--- src/rtl/lc3ie_ram.sv ---
// generic single-port-write, registered-read ram
`timescale 1ns / 1ps
module lc3ie_ram #(
  parameter int WIDTH = 16,
  parameter int DEPTH = 256
) (
  input  logic                     clk,
  input  logic                     we,
  input  logic [$clog2(DEPTH)-1:0] waddr,
  input  logic [WIDTH-1:0]         wdata,
  input  logic [$clog2(DEPTH)-1:0] raddr,
  output logic [WIDTH-1:0]         rdata
);

  logic [WIDTH-1:0] mem [DEPTH];

  // write port and registered read port
  always_ff @(posedge clk) begin
    if (we) begin
      mem[waddr] <= wdata;
    end
    rdata <= mem[raddr];
  end

endmodule

--- config.mk ---
export PLATFORM = sky130hd
export DESIGN_NAME = lc3ie_ram
export DESIGN_NICKNAME = d
export VERILOG_FILES = /design/src/rtl/lc3ie_ram.sv
export SDC_FILE = /design/constraint.sdc
export NUM_CORES = 2
export LEC_CHECK = 0
export BUFFER_PORTS_ARGS = -buffer_cell sky130_fd_sc_hd__buf_2
export CORE_UTILIZATION = 50
export CTS_CLUSTER_SIZE = 40
export DETAILED_ROUTE_END_ITERATION = 8
export GPL_TIMING_DRIVEN = 0
export PLACE_DENSITY = 0.67
export SETUP_SLACK_MARGIN = 0.2
export SLEW_MARGIN = 20
export SYNTH_ARGS = -nofsm -noshare
export SYNTH_HDL_FRONTEND = slang
export SYNTH_SLANG_ARGS = --single-unit
--- constraint.sdc ---
create_clock -name clk -period 2.68 [get_ports clk]
set_input_delay 0.268 -clock clk [delete_from_list [all_inputs] [get_ports clk]]
set_output_delay 0.268 -clock clk [all_outputs]
set_load 0.01 [all_outputs]
# After elaboration in Yosys (flattened, before gate mapping)
# Memory sizes are Yosys's and may differ from the RTL's. A register that Yosys moved wholly into a read port is not among the register bits.
# Index checks and enable logic that the tools add are counted.
[classes]
n_mux = 2
[op_table]
columns = ["op", "count"]
rows = [
  ["two-way mux 1 bit", 2],
]
[word_totals]
regBits = 0
mem_bits_rw = 4096
in_bits = 34
output_inout_bits = 16
elab_cells = 3
mem_count = 1
[mem_list]
columns = ["name", "words", "word_bits", "read_ports", "rd_ports_with_merged_regs", "write_ports", "line_no", "source"]
rows = [
  ["mem", 256, 16, 1, 1, 1, "15", "logic [WIDTH-1:0] mem [DEPTH];"],
]

# Logic depth before layout (Yosys ltp)
[depth]
ltp_word = 2
mapped_depth = 12

# Worst setup path after synthesis
# Ideal clock, no wire load.
[synth_path]
kind = "in2reg"
start = "input waddr[3]"
end = "memory mem[235][0], enable pin"
setup_ns = 0.388
t_arrival_ns = 2.045
slack_ns = 0.247
cell_stages = 6
path_buffers = 3
cell_sequence = "clkbuf_1 > nor2b_1 > clkbuf_1 > nand4_1 > clkbuf_1 > nor2_1"
[synth_lines]
columns = ["element", "line_no", "source"]
rows = [
  ["from (decl)", "9", "input logic [$clog2(DEPTH)-1:0] waddr,"],
  ["to (decl)", "15", ""],
]
# Straight into the memory's write port.

==> results.yml <==
die:
  fp.dieW_um: 565
  die_area_sq_um: 320000
  die_y_um: 565
  initial_core_util_pct: 50.3
  fp-row-count: 206
  io_pins: 50
  core_area_sq_um: 315000
detailed_routing:
  drc_errors: 0
  routedWlPerCell_um: 39.3
  ant_nets: 0
  vias: 84200
  initialDrtViolationCount: 13800
  drt_wl_total_um: 494000
  routed_via_density: 6.69
  dr.pass1.iters: 6
logic_synthesis:
  yosysUniqueCellTypes: 52
  yosysWarnings: 0
  yosys.area.top_type: "edfxtp_1"
  yosys.area.top_type_share_pct: 77.5
  syn_nets: 7394
  ys_ff_latch: 4112
  synth_ff_type: "edfxtp_1"
  ys_top_cells_by_area: "edfxtp_1 (77%), mux4_2 (11%), mux2i_1 (3.6%)"
  synthTopCellsByCount: "edfxtp_1 (4,096), mux4_2 (797), mux2i_1 (565)"
  synth_most_common_cell: "edfxtp_1"
  syn_area_per_cell_sq_um: 21.6
  synth_edf_count: 4096
  ys_seq_area_share_pct: 77.7
  syn_area_sq_um: 159000
  async_flop_share_pct: 0
  syn_inst: 7360
power_and_ir_drop:
  p_sw_share_pct: 22.3
  clkPwrFrac_pct: 42.1
  switchingPower_w: 0.0305
  seqPwrFrac_pct: 51.7
  ir_worst_vdd_mv: 0.674
  leakagePower_nw: 58.8
  intPower_w: 0.107
  pwr-share-comb_pct: 6.3
  p_per_area_nw_per_um2: 738
timing:
  min_period_ps: 2810
  tightest_slew_ps: 1250
  clock.fmax_mhz: 356
  slew_violations: 0
  clock_skew_ps: 58.6
  setup_ws_ps: -131
  slew-limit-headroom_pct: 16.4
  finalHoldViolations: 0
  final-setup-viol-count: 3
  timing.final.crit_share_pct: 105
  rsz0062_at_grt: "true"
job:
  maxCapViolations: 0
clocking:
  numCtsBuffers: 401
  clk_pin_slew_worst_paths_ps: 70
  clockRootBuffer: "clkbuf_16"
  worst_skew_pair.late_latency_ps: 1000
  cts_tree: "built"
  h-tree-depth: 5
  numClockSinks: 4112
  cts.path.max_buffers: 4
critical_path:
  cp-end-kind: "flop"
  crit_type: "in -> reg"
  critPathMaxFanout: 10
  critPathLaunchType: "input pin"
  required_ps: 3480
  r2r_slack_ps: 20
  arrival_ps: 3610
grt:
  antenna_found_initial: 37
  grt_start_max_net_pins: 121
  grtUsageTotal_pct: 30.9
  grt_pass1_wl_um: 669000
  grt_pass1_vias: 80900
  grt_overflow: 0
placement:
  dp_slack_ps: -3060
  dp_hpwl_um: 340000
  portBuffers: 39
  place_area_sq_um: 169000
  numPlacedInstances: 11800
  gp_congestion: 1.05
run_status:
  status: "finished with violations"
  violations: "setup timing"
final_layout:
  layout-drive-gt1-share_pct: 31.9
  seqCellArea_sq_um: 123000
  fin_nets: 8129
  fillers: 21900
  final_area_sq_um: 186000
  fin_util_pct: 59.1
  syn_to_final_growth_pct: 17.3
  multi_input_area_sq_um: 36000
  layout.cells.non_filler: 12600
worst_hold_path:
  min_path_type: "in -> reg"
==> cell usage in the layout (no fill, tap or decap), types with 40 or more instances in the layout <==
cell and instances:
a21oi_1 164, buf_16 40, buf_2 88, buf_4 63, buf_6 197, buf_8 121
bufinv_16 52, clkbuf_1 161, clkbuf_16 406, clkbuf_2 72, clkbuf_4 59, clkinv_1 79
clkinv_2 55, edfxtp_1 4096, mux2_2 88, mux2i_1 565, mux4_2 797, nor2_1 47
nor2_2 194, nor2_4 63, nor3_1 40, o221ai_1 155, o221ai_2 91, o22ai_1 139
==> critical path: stages <==
cell and delay (ps):
buf_6 180, or2_1 240, buf_2 220, buf_2 260
clkbuf_2 430, o221ai_1 800, o32ai_1 180, a21oi_1 150
nand4_1 290, nor4_4 530
==> per-layer routing <==
layer / track usage, % / routed length [um]
met1: 42.4 / 184000
met2: 45.0 / 219000
met3: 10.5 / 66900
met4: 14.0 / 24600
met5: 0 / 156
==> registers in the layout, indices dropped and copies added, names as in the netlist <==
signal and cells:
rdata 16, mem 4096
==> power by group through the flow <==
stage	Clock [W]	Sequential, W	Combinational (W)
after floorplan	0	0.0723	0.00350
after global placement	0	0.0726	0.00731
after detailed placement	0	0.0723	0.00777
after CTS	0.0579	0.0709	0.00829
after global routing	0.0602	0.0709	0.00871
final	0.0577	0.0709	0.00862
==> worst paths after layout <==
path / from / end / cells after the start
min reg2reg: mem[106][14] / rdata[14] / 6
max reg2reg: mem[22][2] / rdata[2] / 5
min: waddr[1] / mem[3][5] / 4
max: raddr[2] / rdata[9] / 10
==> final cells by class <==
type | instances | share of cell area (%)
well taps | 4160 | 2.80
diodes | 15 | 0.0202
repair buffers | 332 | 2.49
plain buffers | 452 | 1.87
inverters | 4 | 0.0114
flip-flops and latches | 4112 | 66.2
clock inverters | 234 | 1.56
multi-input cells | 2792 | 19.3
clock buffers | 490 | 5.66
==> per-stage QoR <==
step / total power [W] / TNS, ps / hold slack, ps
final: 0.137 / -268 / 147
after global routing: 0.140 / 0 / 152
after CTS: 0.137 / 0 / 77.7
after detailed placement: 0.0801 / -1553250 / 662
after global placement: 0.0799 / - / 668
after floorplan: 0.0758 / 0 / 367
==> logic make-up after synthesis <==
kind of cell | after synthesis | synth area share, %
compound gates | 786 | 3.54
mux | 1450 | 15.5
simple gates | 556 | 1.57
buf+inv | 456 | 1.69
flops | 4112 | 77.7
==> timing repair <==
item | in CTS | in global routing
hold endpoints to repair | 1092 | 0
resized for setup | 576 | 148
setup buffers | 3 | 14
pin swaps | 38 | 49
hold buffers | 16 | 0
endpoints found under the setup margin | 328 | 554
No activity file was read; power rests on OpenSTA's default activity.
